## src/design/gsc_pkg.sv

```systemverilog
// ----------------------------------------------------------------------------
// gsc_pkg
// Shared constants and types for the greedy set cover engine.
// ----------------------------------------------------------------------------
package gsc_pkg;

    localparam int DEF_MAX_EXAMPLES   = 64;
    localparam int DEF_MAX_HYPOTHESES = 64;

    // Hypothesis bits counted by one cell of the popcount chain.
    localparam int CELL_BITS = 8;

    localparam int CFG_DATA_W = 7;
    localparam int EX_IDX_W   = 6;
    localparam int MASK_W     = 64;

    localparam logic KIND_LOAD = 1'b0;
    localparam logic KIND_RUN  = 1'b1;

    localparam logic REG_EXAMPLE_COUNT    = 1'b0;
    localparam logic REG_HYPOTHESIS_COUNT = 1'b1;

    localparam logic STATUS_OK          = 1'b0;
    localparam logic STATUS_UNCOVERABLE = 1'b1;

    typedef enum logic [3:0] {
        ST_IDLE  = 4'b0001,
        ST_SCAN  = 4'b0010,
        ST_DRAIN = 4'b0100,
        ST_EMIT  = 4'b1000
    } state_t;

endpackage

```

## src/design/gsc_if.sv

```systemverilog
// ----------------------------------------------------------------------------
// gsc_if
// Handshake channels of the greedy set cover engine.
// ----------------------------------------------------------------------------
interface gsc_in_if
    import gsc_pkg::*;
();
    logic                valid;
    logic                ready;
    logic                kind;
    logic [EX_IDX_W-1:0] example_index;
    logic [MASK_W-1:0]   cover_mask;

    modport source (output valid, kind, example_index, cover_mask, input ready);
    modport sink   (input valid, kind, example_index, cover_mask, output ready);
endinterface

interface gsc_out_if
    import gsc_pkg::*;
();
    logic                valid;
    logic                ready;
    logic [EX_IDX_W-1:0] chosen_example;
    logic                last_pick;
    logic                status;

    modport source (output valid, chosen_example, last_pick, status, input ready);
    modport sink   (input valid, chosen_example, last_pick, status, output ready);
endinterface

interface gsc_cfg_if
    import gsc_pkg::*;
();
    logic                  valid;
    logic                  ready;
    logic                  index;
    logic [CFG_DATA_W-1:0] data;

    modport source (output valid, index, data, input ready);
    modport sink   (input valid, index, data, output ready);
endinterface

```

## src/design/gsc_cell.sv

```systemverilog
// ----------------------------------------------------------------------------
// gsc_cell
// One cell of the popcount chain: adds the set bits of its slice and passes
// the row, its index and the running sum to the next cell.
// ----------------------------------------------------------------------------
module gsc_cell
    import gsc_pkg::*;
#(
    parameter int H     = DEF_MAX_HYPOTHESES,
    parameter int IW    = 6,
    parameter int SW    = 7,
    parameter int SLICE = 0
)(
    input  logic          clk,
    input  logic          rst_n,
    input  logic          valid_in,
    input  logic [IW-1:0] idx_in,
    input  logic [SW-1:0] sum_in,
    input  logic [H-1:0]  bits_in,
    output logic          valid_out,
    output logic [IW-1:0] idx_out,
    output logic [SW-1:0] sum_out,
    output logic [H-1:0]  bits_out
);

    logic          valid_reg;
    logic [IW-1:0] idx_reg;
    logic [SW-1:0] sum_reg;
    logic [H-1:0]  bits_reg;
    logic [SW-1:0] sum_next;

    always_comb
    begin
        sum_next = sum_in;
        for (int b = 0; b < CELL_BITS; b++)
        begin
            if (SLICE * CELL_BITS + b < H)
            begin
                sum_next = sum_next + SW'(bits_in[SLICE * CELL_BITS + b]);
            end
        end
    end

    always_ff @(posedge clk or negedge rst_n)
    begin
        if (!rst_n)
        begin
            valid_reg <= 1'b0;
        end
        else
        begin
            valid_reg <= valid_in;
        end
    end

    always_ff @(posedge clk)
    begin
        idx_reg  <= idx_in;
        sum_reg  <= sum_next;
        bits_reg <= bits_in;
    end

    assign valid_out = valid_reg;
    assign idx_out   = idx_reg;
    assign sum_out   = sum_reg;
    assign bits_out  = bits_reg;

endmodule

```

## src/design/greedy_set_cover.sv

```systemverilog
// Each greedy step scans the used rows one per cycle out of the row memory;
// each row then passes the row read, the bit stage and the popcount cells
// before the best-gain selection. A run of n picks takes n such steps.
// Row loads are taken one per cycle while no run is in progress.
// Reset clears the control state and sets both counts to 64; rows are
// undefined until written.
// ----------------------------------------------------------------------------
// greedy_set_cover
// Row memory, scan sequencer, popcount cell chain and best-gain selection.
// ----------------------------------------------------------------------------
module greedy_set_cover
    import gsc_pkg::*;
#(
    parameter int MAX_EXAMPLES   = DEF_MAX_EXAMPLES,
    parameter int MAX_HYPOTHESES = DEF_MAX_HYPOTHESES
)(
    input logic       clk,
    input logic       rst_n,
    gsc_in_if.sink    in_ch,
    gsc_out_if.source out_ch,
    gsc_cfg_if.sink   cfg_ch
);

    localparam int H     = MAX_HYPOTHESES;
    localparam int IW    = $clog2(MAX_EXAMPLES);
    localparam int UW    = $clog2(MAX_EXAMPLES + 1);
    localparam int SW    = $clog2(H + 1);
    localparam int NCELL = (H + CELL_BITS - 1) / CELL_BITS;
    localparam int DW    = $clog2(NCELL + 3);
    localparam int CMPW  = (UW > CFG_DATA_W) ? UW : CFG_DATA_W;
    localparam int HCW   = (SW > CFG_DATA_W) ? SW : CFG_DATA_W;

    state_t state_reg;
    logic [CFG_DATA_W-1:0] example_count_reg;
    logic [CFG_DATA_W-1:0] hypothesis_count_reg;
    logic [UW-1:0]  used_reg;
    logic [H-1:0]   hmask_reg;
    logic [H-1:0]   covered_reg;
    logic           first_reg;
    logic [IW-1:0]  scan_idx_reg;
    logic [DW-1:0]  drain_reg;
    logic [SW-1:0]  best_gain_reg;
    logic [IW-1:0]  best_idx_reg;
    logic [H-1:0]   best_bits_reg;

    logic [H-1:0]   rows [MAX_EXAMPLES];
    logic           rd_valid_reg;
    logic [IW-1:0]  rd_idx_reg;
    logic [H-1:0]   rd_data_reg;
    logic           s1_valid_reg;
    logic [IW-1:0]  s1_idx_reg;
    logic [H-1:0]   s1_bits_reg;

    logic           out_valid_reg;
    logic [EX_IDX_W-1:0] out_example_reg;
    logic           out_last_reg;
    logic           out_status_reg;

    logic           cv [NCELL+1];
    logic [IW-1:0]  ci [NCELL+1];
    logic [SW-1:0]  cs [NCELL+1];
    logic [H-1:0]   cb [NCELL+1];

    logic in_fire;
    logic out_free;
    logic [HCW-1:0] hc;
    logic [CMPW-1:0] used_c;
    logic [H-1:0]   hmask_c;
    logic [H-1:0]   new_cov;

    assign in_ch.ready  = (state_reg == ST_IDLE);
    assign in_fire      = in_ch.valid && in_ch.ready;
    assign cfg_ch.ready = 1'b1;
    assign out_free     = !out_valid_reg || out_ch.ready;
    assign new_cov      = covered_reg | best_bits_reg;

    always_comb
    begin
        if (hypothesis_count_reg == '0)
        begin
            hc = HCW'(1);
        end
        else if (HCW'(hypothesis_count_reg) > HCW'(H))
        begin
            hc = HCW'(H);
        end
        else
        begin
            hc = HCW'(hypothesis_count_reg);
        end
        if (example_count_reg == '0)
        begin
            used_c = CMPW'(1);
        end
        else if (CMPW'(example_count_reg) > CMPW'(MAX_EXAMPLES))
        begin
            used_c = CMPW'(MAX_EXAMPLES);
        end
        else
        begin
            used_c = CMPW'(example_count_reg);
        end
        for (int h = 0; h < H; h++)
        begin
            hmask_c[h] = (HCW'(h) < hc);
        end
    end

    // Row memory: loads write, the scan reads one row per cycle.
    always_ff @(posedge clk)
    begin
        if (in_fire && in_ch.kind == KIND_LOAD
            && 32'(in_ch.example_index) < MAX_EXAMPLES)
        begin
            rows[IW'(in_ch.example_index)] <= in_ch.cover_mask[H-1:0];
        end
        rd_data_reg <= rows[scan_idx_reg];
        rd_idx_reg  <= scan_idx_reg;
        s1_idx_reg  <= rd_idx_reg;
        s1_bits_reg <= rd_data_reg & hmask_reg & ~covered_reg;
    end

    always_ff @(posedge clk or negedge rst_n)
    begin
        if (!rst_n)
        begin
            rd_valid_reg <= 1'b0;
            s1_valid_reg <= 1'b0;
        end
        else
        begin
            rd_valid_reg <= (state_reg == ST_SCAN);
            s1_valid_reg <= rd_valid_reg;
        end
    end

    assign cv[0] = s1_valid_reg;
    assign ci[0] = s1_idx_reg;
    assign cs[0] = '0;
    assign cb[0] = s1_bits_reg;

    for (genvar c = 0; c < NCELL; c++)
    begin : g_cell
        gsc_cell #(
            .H     (H),
            .IW    (IW),
            .SW    (SW),
            .SLICE (c)
        ) u_cell (
            .clk       (clk),
            .rst_n     (rst_n),
            .valid_in  (cv[c]),
            .idx_in    (ci[c]),
            .sum_in    (cs[c]),
            .bits_in   (cb[c]),
            .valid_out (cv[c+1]),
            .idx_out   (ci[c+1]),
            .sum_out   (cs[c+1]),
            .bits_out  (cb[c+1])
        );
    end

    always_ff @(posedge clk or negedge rst_n)
    begin
        if (!rst_n)
        begin
            state_reg            <= ST_IDLE;
            example_count_reg    <= CFG_DATA_W'(64);
            hypothesis_count_reg <= CFG_DATA_W'(64);
            used_reg             <= '0;
            hmask_reg            <= '0;
            covered_reg          <= H'(1) << (H - 1);
            first_reg            <= 1'b0;
            scan_idx_reg         <= '0;
            drain_reg            <= '0;
            best_gain_reg        <= '0;
            best_idx_reg         <= '0;
            best_bits_reg        <= '0;
            out_valid_reg        <= 1'b0;
        end
        else
        begin
            if (cfg_ch.valid)
            begin
                if (cfg_ch.index == REG_EXAMPLE_COUNT)
                begin
                    example_count_reg <= cfg_ch.data;
                end
                else
                begin
                    hypothesis_count_reg <= cfg_ch.data;
                end
            end

            if (out_valid_reg && out_ch.ready)
            begin
                out_valid_reg <= 1'b0;
            end

            // Strict comparison keeps the lowest index on ties.
            if (cv[NCELL] && cs[NCELL] > best_gain_reg)
            begin
                best_gain_reg <= cs[NCELL];
                best_idx_reg  <= ci[NCELL];
                best_bits_reg <= cb[NCELL];
            end

            case (state_reg)
                ST_IDLE:
                begin
                    if (in_fire && in_ch.kind == KIND_RUN)
                    begin
                        used_reg      <= UW'(used_c);
                        hmask_reg     <= hmask_c;
                        covered_reg   <= H'(1) << (hc - HCW'(1));
                        first_reg     <= 1'b1;
                        scan_idx_reg  <= '0;
                        best_gain_reg <= '0;
                        best_idx_reg  <= '0;
                        best_bits_reg <= '0;
                        state_reg     <= ST_SCAN;
                    end
                end
                ST_SCAN:
                begin
                    if (UW'(scan_idx_reg) + UW'(1) == used_reg)
                    begin
                        drain_reg <= '0;
                        state_reg <= ST_DRAIN;
                    end
                    else
                    begin
                        scan_idx_reg <= scan_idx_reg + IW'(1);
                    end
                end
                ST_DRAIN:
                begin
                    if (drain_reg == DW'(NCELL + 2))
                    begin
                        state_reg <= ST_EMIT;
                    end
                    else
                    begin
                        drain_reg <= drain_reg + DW'(1);
                    end
                end
                ST_EMIT:
                begin
                    if (out_free)
                    begin
                        out_valid_reg <= 1'b1;
                        first_reg     <= 1'b0;
                        if (first_reg || best_gain_reg != '0)
                        begin
                            covered_reg <= new_cov;
                            if (new_cov == hmask_reg)
                            begin
                                state_reg <= ST_IDLE;
                            end
                            else
                            begin
                                scan_idx_reg  <= '0;
                                best_gain_reg <= '0;
                                best_idx_reg  <= '0;
                                best_bits_reg <= '0;
                                state_reg     <= ST_SCAN;
                            end
                        end
                        else
                        begin
                            state_reg <= ST_IDLE;
                        end
                    end
                end
                default:
                begin
                    state_reg <= ST_IDLE;
                end
            endcase
        end
    end

    always_ff @(posedge clk)
    begin
        if (state_reg == ST_EMIT && out_free)
        begin
            if (first_reg || best_gain_reg != '0)
            begin
                out_example_reg <= EX_IDX_W'(best_idx_reg);
                out_last_reg    <= (new_cov == hmask_reg);
                out_status_reg  <= STATUS_OK;
            end
            else
            begin
                out_example_reg <= '0;
                out_last_reg    <= 1'b1;
                out_status_reg  <= STATUS_UNCOVERABLE;
            end
        end
    end

    assign out_ch.valid          = out_valid_reg;
    assign out_ch.chosen_example = out_example_reg;
    assign out_ch.last_pick      = out_last_reg;
    assign out_ch.status         = out_status_reg;

endmodule
```

## src/flat_wrapper.sv

```systemverilog
// flat-port wrapper written by rule: the top's interface ports become plain ports
module greedy_set_cover_flat import gsc_pkg::*;
#(
    parameter int MAX_EXAMPLES   = DEF_MAX_EXAMPLES,
    parameter int MAX_HYPOTHESES = DEF_MAX_HYPOTHESES
)
  (clk, rst_n, in_ch_valid, in_ch_kind, in_ch_example_index, in_ch_cover_mask, in_ch_ready, out_ch_valid, out_ch_chosen_example, out_ch_last_pick, out_ch_status, out_ch_ready, cfg_ch_valid, cfg_ch_index, cfg_ch_data, cfg_ch_ready);
  gsc_in_if in_ch_i ();
  gsc_out_if out_ch_i ();
  gsc_cfg_if cfg_ch_i ();
  input logic clk;
  input logic rst_n;
  input wire logic [$bits(in_ch_i.valid)-1:0] in_ch_valid;
  input wire logic [$bits(in_ch_i.kind)-1:0] in_ch_kind;
  input wire logic [$bits(in_ch_i.example_index)-1:0] in_ch_example_index;
  input wire logic [$bits(in_ch_i.cover_mask)-1:0] in_ch_cover_mask;
  output wire logic [$bits(in_ch_i.ready)-1:0] in_ch_ready;
  output wire logic [$bits(out_ch_i.valid)-1:0] out_ch_valid;
  output wire logic [$bits(out_ch_i.chosen_example)-1:0] out_ch_chosen_example;
  output wire logic [$bits(out_ch_i.last_pick)-1:0] out_ch_last_pick;
  output wire logic [$bits(out_ch_i.status)-1:0] out_ch_status;
  input wire logic [$bits(out_ch_i.ready)-1:0] out_ch_ready;
  input wire logic [$bits(cfg_ch_i.valid)-1:0] cfg_ch_valid;
  input wire logic [$bits(cfg_ch_i.index)-1:0] cfg_ch_index;
  input wire logic [$bits(cfg_ch_i.data)-1:0] cfg_ch_data;
  output wire logic [$bits(cfg_ch_i.ready)-1:0] cfg_ch_ready;
  assign in_ch_i.valid = in_ch_valid;
  assign in_ch_i.kind = in_ch_kind;
  assign in_ch_i.example_index = in_ch_example_index;
  assign in_ch_i.cover_mask = in_ch_cover_mask;
  assign in_ch_ready = in_ch_i.ready;
  assign out_ch_valid = out_ch_i.valid;
  assign out_ch_chosen_example = out_ch_i.chosen_example;
  assign out_ch_last_pick = out_ch_i.last_pick;
  assign out_ch_status = out_ch_i.status;
  assign out_ch_i.ready = out_ch_ready;
  assign cfg_ch_i.valid = cfg_ch_valid;
  assign cfg_ch_i.index = cfg_ch_index;
  assign cfg_ch_i.data = cfg_ch_data;
  assign cfg_ch_ready = cfg_ch_i.ready;
  greedy_set_cover #(.MAX_EXAMPLES(MAX_EXAMPLES), .MAX_HYPOTHESES(MAX_HYPOTHESES)) u_core (.clk(clk), .rst_n(rst_n), .in_ch(in_ch_i), .out_ch(out_ch_i), .cfg_ch(cfg_ch_i));
endmodule
```

## config.mk

```make
export PLATFORM = sky130hd
export DESIGN_NAME = greedy_set_cover_flat
export DESIGN_NICKNAME = d
export VERILOG_FILES = /design/src/design/gsc_pkg.sv /design/src/design/gsc_if.sv /design/src/design/gsc_cell.sv /design/src/design/greedy_set_cover.sv /design/src/flat_wrapper.sv
export SDC_FILE = /design/constraint.sdc
export NUM_CORES = 2
export LEC_CHECK = 0
export BUFFER_PORTS_ARGS = -buffer_cell sky130_fd_sc_hd__buf_2
export CAP_MARGIN = 10
export CORE_MARGIN = 4
export CORE_UTILIZATION = 45
export CTS_BUF_LIST = sky130_fd_sc_hd__clkbuf_16
export DETAILED_ROUTE_END_ITERATION = 8
export GPL_TIMING_DRIVEN = 0
export PLACE_DENSITY = 0.71
export SYNTH_ARGS = -nofsm -noshare
export SYNTH_HDL_FRONTEND = slang
export SYNTH_SLANG_ARGS = --single-unit
```

## constraint.sdc

```tcl
create_clock -name clk -period 13.05 [get_ports clk]
set_clock_uncertainty 0.1 [all_clocks]
set_input_delay 1.9575 -clock clk [delete_from_list [all_inputs] [get_ports clk]]
set_output_delay 1.9575 -clock clk [all_outputs]
set_load 0.1 [all_outputs]
```

==> results.md <==
- M3 GR Usage: 0.0705
- Max_slew headroom: 0.126
- Vias per std cell: 5.98
- Gate power share: 0.228
- DRT iter0 DRCs: 12793
- Post-synthesis cell count: 8254
- Seq pwr share: 0.456
- #FFs+latches synth: 5106
- Crit Path Class: register to register
- Clk pin slew, worst setup/hold paths: 0.06 ns
- # nets final: 9218
- Total GRT Usage: 0.235
- Tcrit/Tclk final: 0.415
- Max reg flops: 4096
- Critical Path Sink Type: register
- First-pass GRT wire length: 699 mm
- RSZ-0062 raised after global routing: no
- Cell Area, Synth: 185000 um^2
- Routed Antenna Nets: 0
- CTS H-tree depth: 5
- CP cell instances: nor4b_2, nand2_1, nor3b_1, nand3_1, nor2_4, buf_12, buf_12
- Met2 Resource Use GR: 0.378
- CP arrival: 5.96 ns
- Sw power: 12.3 mW
- Share of cells above drive strength 1: 0.271
- Tot Pwr: 43.3 mW
- Initial antenna violation count: 70
- Syn_area_per_cell: 22.4 um^2
- Synth Flop Type: edfxtp_1
- Tmin final: 5.41 ns
- Total Neg Setup Slack: 0 ns
- Io pins: 95
- Internal power: 30.9 mW
- Maximum vdd ir drop: 143 uV
- Most common cell after layout, fill and taps aside: edfxtp_1
- Met1 Track Usage GR: 0.293
- # port buffers: 90
- # rows: 235
- RD Place Congestion: 0.896
- Switching fraction of total power: 0.285
- DRC viols: 0
- Fin area: 213000 um^2
- Largest Register: u_core.rows
- Count of final max-slew check failures: 0
- Status: finished, final reports clean
- Chip height: 650 um
- Total gr overflow: 0
- Busiest grt layer: met2
- Register area share after synthesis: 0.780
- Leakage: 68.9 nW
- Setup Fix Bufs, Post-CTS: 0
- DP Wirelength: 340 mm
- Worst Max-Slew Pin Slew: 1.31 ns
- Min-Delay Path Class: register to register
- Die Area: 422000 um^2
- Cts hold-fix bufs: 0
- Highest Clock Rate: 0.185 GHz
- Clk sink count: 5106
- Num CTS Buffers: 477
- Number of synthesis warnings: 0
- Post-synth EDFFs: 4104
- Vias in the first global route: 90760
- Chip width: 650 um
- Commonest non-fill, non-tap cells in the layout: 4104 x edfxtp_1, 1344 x mux4_2, 750 x dfxtp_1
- Vias: 89396
- Final hold violations: 0
- CP peak stage delay: 1.00 ns
- # Max-Cap Violations: 0
- Maximum number of buffers from clock root to sink: 4
- Async S/R FF share, synth: 0.0494
- Synth cell types: 59
- Startpoint Class: register
- Power per Cell Area: 203 nW/um^2
- Starting Density: 0.452
- Req. time, crit path: 13.59 ns
- Most used cell, CP: buf_12
- Peak fanout along the critical path: 17
- Final WL: 501 mm
- TritonCTS clock tree: yes
- Net count after synthesis: 8434
- Clock share of power: 0.315
- Placed inst area: 197000 um^2
- Cts repair resizes: 0
- Worst slack, placed: 7.02 ns
- Setup ws final: 7.64 ns
- Syn-to-layout area delta: 15.0%
- Critical path's slowest cell: nor2_4
- Clock root cell: clkbuf_16
- Final setup vio count: 0
- Routed len/inst: 33.5 um
- Core area: 410000 um^2
- Drt first pass iters: 5
- Post-layout util: 0.520
- Clk_lat worst skew: 1.01 ns
- Pin count of the biggest net entering global routing: 106
==> per-stage QoR <==
stage	hold WS (ns)	cells
2_1_floorplan	0.210	8254
3_3_place_gp	0.210	13795
3_5_place_dp	0.212	14007
4_1_cts	0.189	14896
5_1_grt	0.191	14915
6_report	0.190	14959
==> cell families (layout without fill, tap and decap cells) <==
group                      after synthesis  after routing  synth area share
DFF                                   5106           5106             0.780
muxes                                 1436           1436             0.168
and+or+nand+nor                        666            666            0.0153
buffers and inverters                  499           1693            0.0110
AOI/OAI and AO/OA                      342            342            0.0116
xor gates and xnor gates               108            108           0.00511
adders and majority gates               96             96           0.00807
other                                    1             61         0.0000202
==> layout make-up <==
cell class,instances,area [um^2]
Antenna cell,60,150
Buffer,387,1640
Clock buffer,488,12200
Clock inverter,401,3180
Fill cell,30702,197000
Inverter,112,420
Multi-Input combinational cell,2649,39100
Sequential cell,5106,145000
Tap cell,5451,6820
Timing Repair Buffer,305,4830
==> worst paths after layout <==
check,from,to,slack (ns),depth (start not counted)
worst min register to register,u_core.g_cell[1].u_cell.bits_out[30],u_core.g_cell[2].u_cell.bits_out[30],0.19,0
worst max register to register,u_core.state_reg[0],u_core.rows[7][51],7.64,7
worst max-delay path,u_core.state_reg[0],u_core.rows[7][51],7.64,7
max in group asynchronous,rst_n,u_core.hmask_reg[48],11.08,2
worst min-delay path,u_core.g_cell[1].u_cell.bits_out[30],u_core.g_cell[2].u_cell.bits_out[30],0.19,0
min in group asynchronous,rst_n,u_core.hypothesis_count_reg[3],0.80,1
==> power groups by stage <==
stage          Clock, mW  Combinational (mW)  Sequential, mW
6_report            13.6                9.89            19.7
5_1_grt             14.5                10.5            19.9
4_1_cts             13.8                9.94            19.7
3_5_place_dp           0                9.82            20.1
3_3_place_gp           0                9.54            20.0
2_1_floorplan          0                6.33            19.6
==> critical path: cells and delay by family, from the launching register on <==
| family | cells | cell delay (ns) |
|---|---|---|
| flops | 1 | 0.58 |
| buf+inv | 2 | 0.49 |
| simple gates | 5 | 3.74 |
==> synth_stat cells, drive strengths merged (4+ instances only) <==
library cell	instances	area, um^2
o21a	21	158
ha	57	713
nand4	6	37.5
o22a	14	123
nand2b	13	81.3
nor4b	4	41.3
o31ai	5	37.5
and2	11	68.8
or3	6	37.5
nand3	16	80.1
nand2	163	612
a211oi	10	75.1
xor2	14	123
a22o	7	61.3
o311ai	5	43.8
mux2	14	158
dfxtp	750	15000
a21o	76	571
and3	7	43.8
mux2i	78	781
nor4	23	144
buf	159	753
dfrtp	248	6210
dfstp	4	105
nor2	370	1390
a31oi	11	68.8
a21oi	136	681
inv	112	420
clkbuf	228	856
mux4	1344	30300
xnor2	94	823
nor2b	16	100
or2	5	31.3
fa	39	781
edfxtp	4104	123000
nor3	10	50.1
o21ai	46	230
nor3b	5	37.5
nand3b	8	60.1
==> layer usage <==
| metal | share of wire | up-vias |
|---|---|---|
| met5 | 0.00089 | - |
| li1 | - | 35456 |
| met1 | 0.35 | 47173 |
| met2 | 0.49 | 5570 |
| met4 | 0.049 | 30 |
| met3 | 0.11 | 1167 |
No activity file was read; power rests on OpenSTA's default activity.
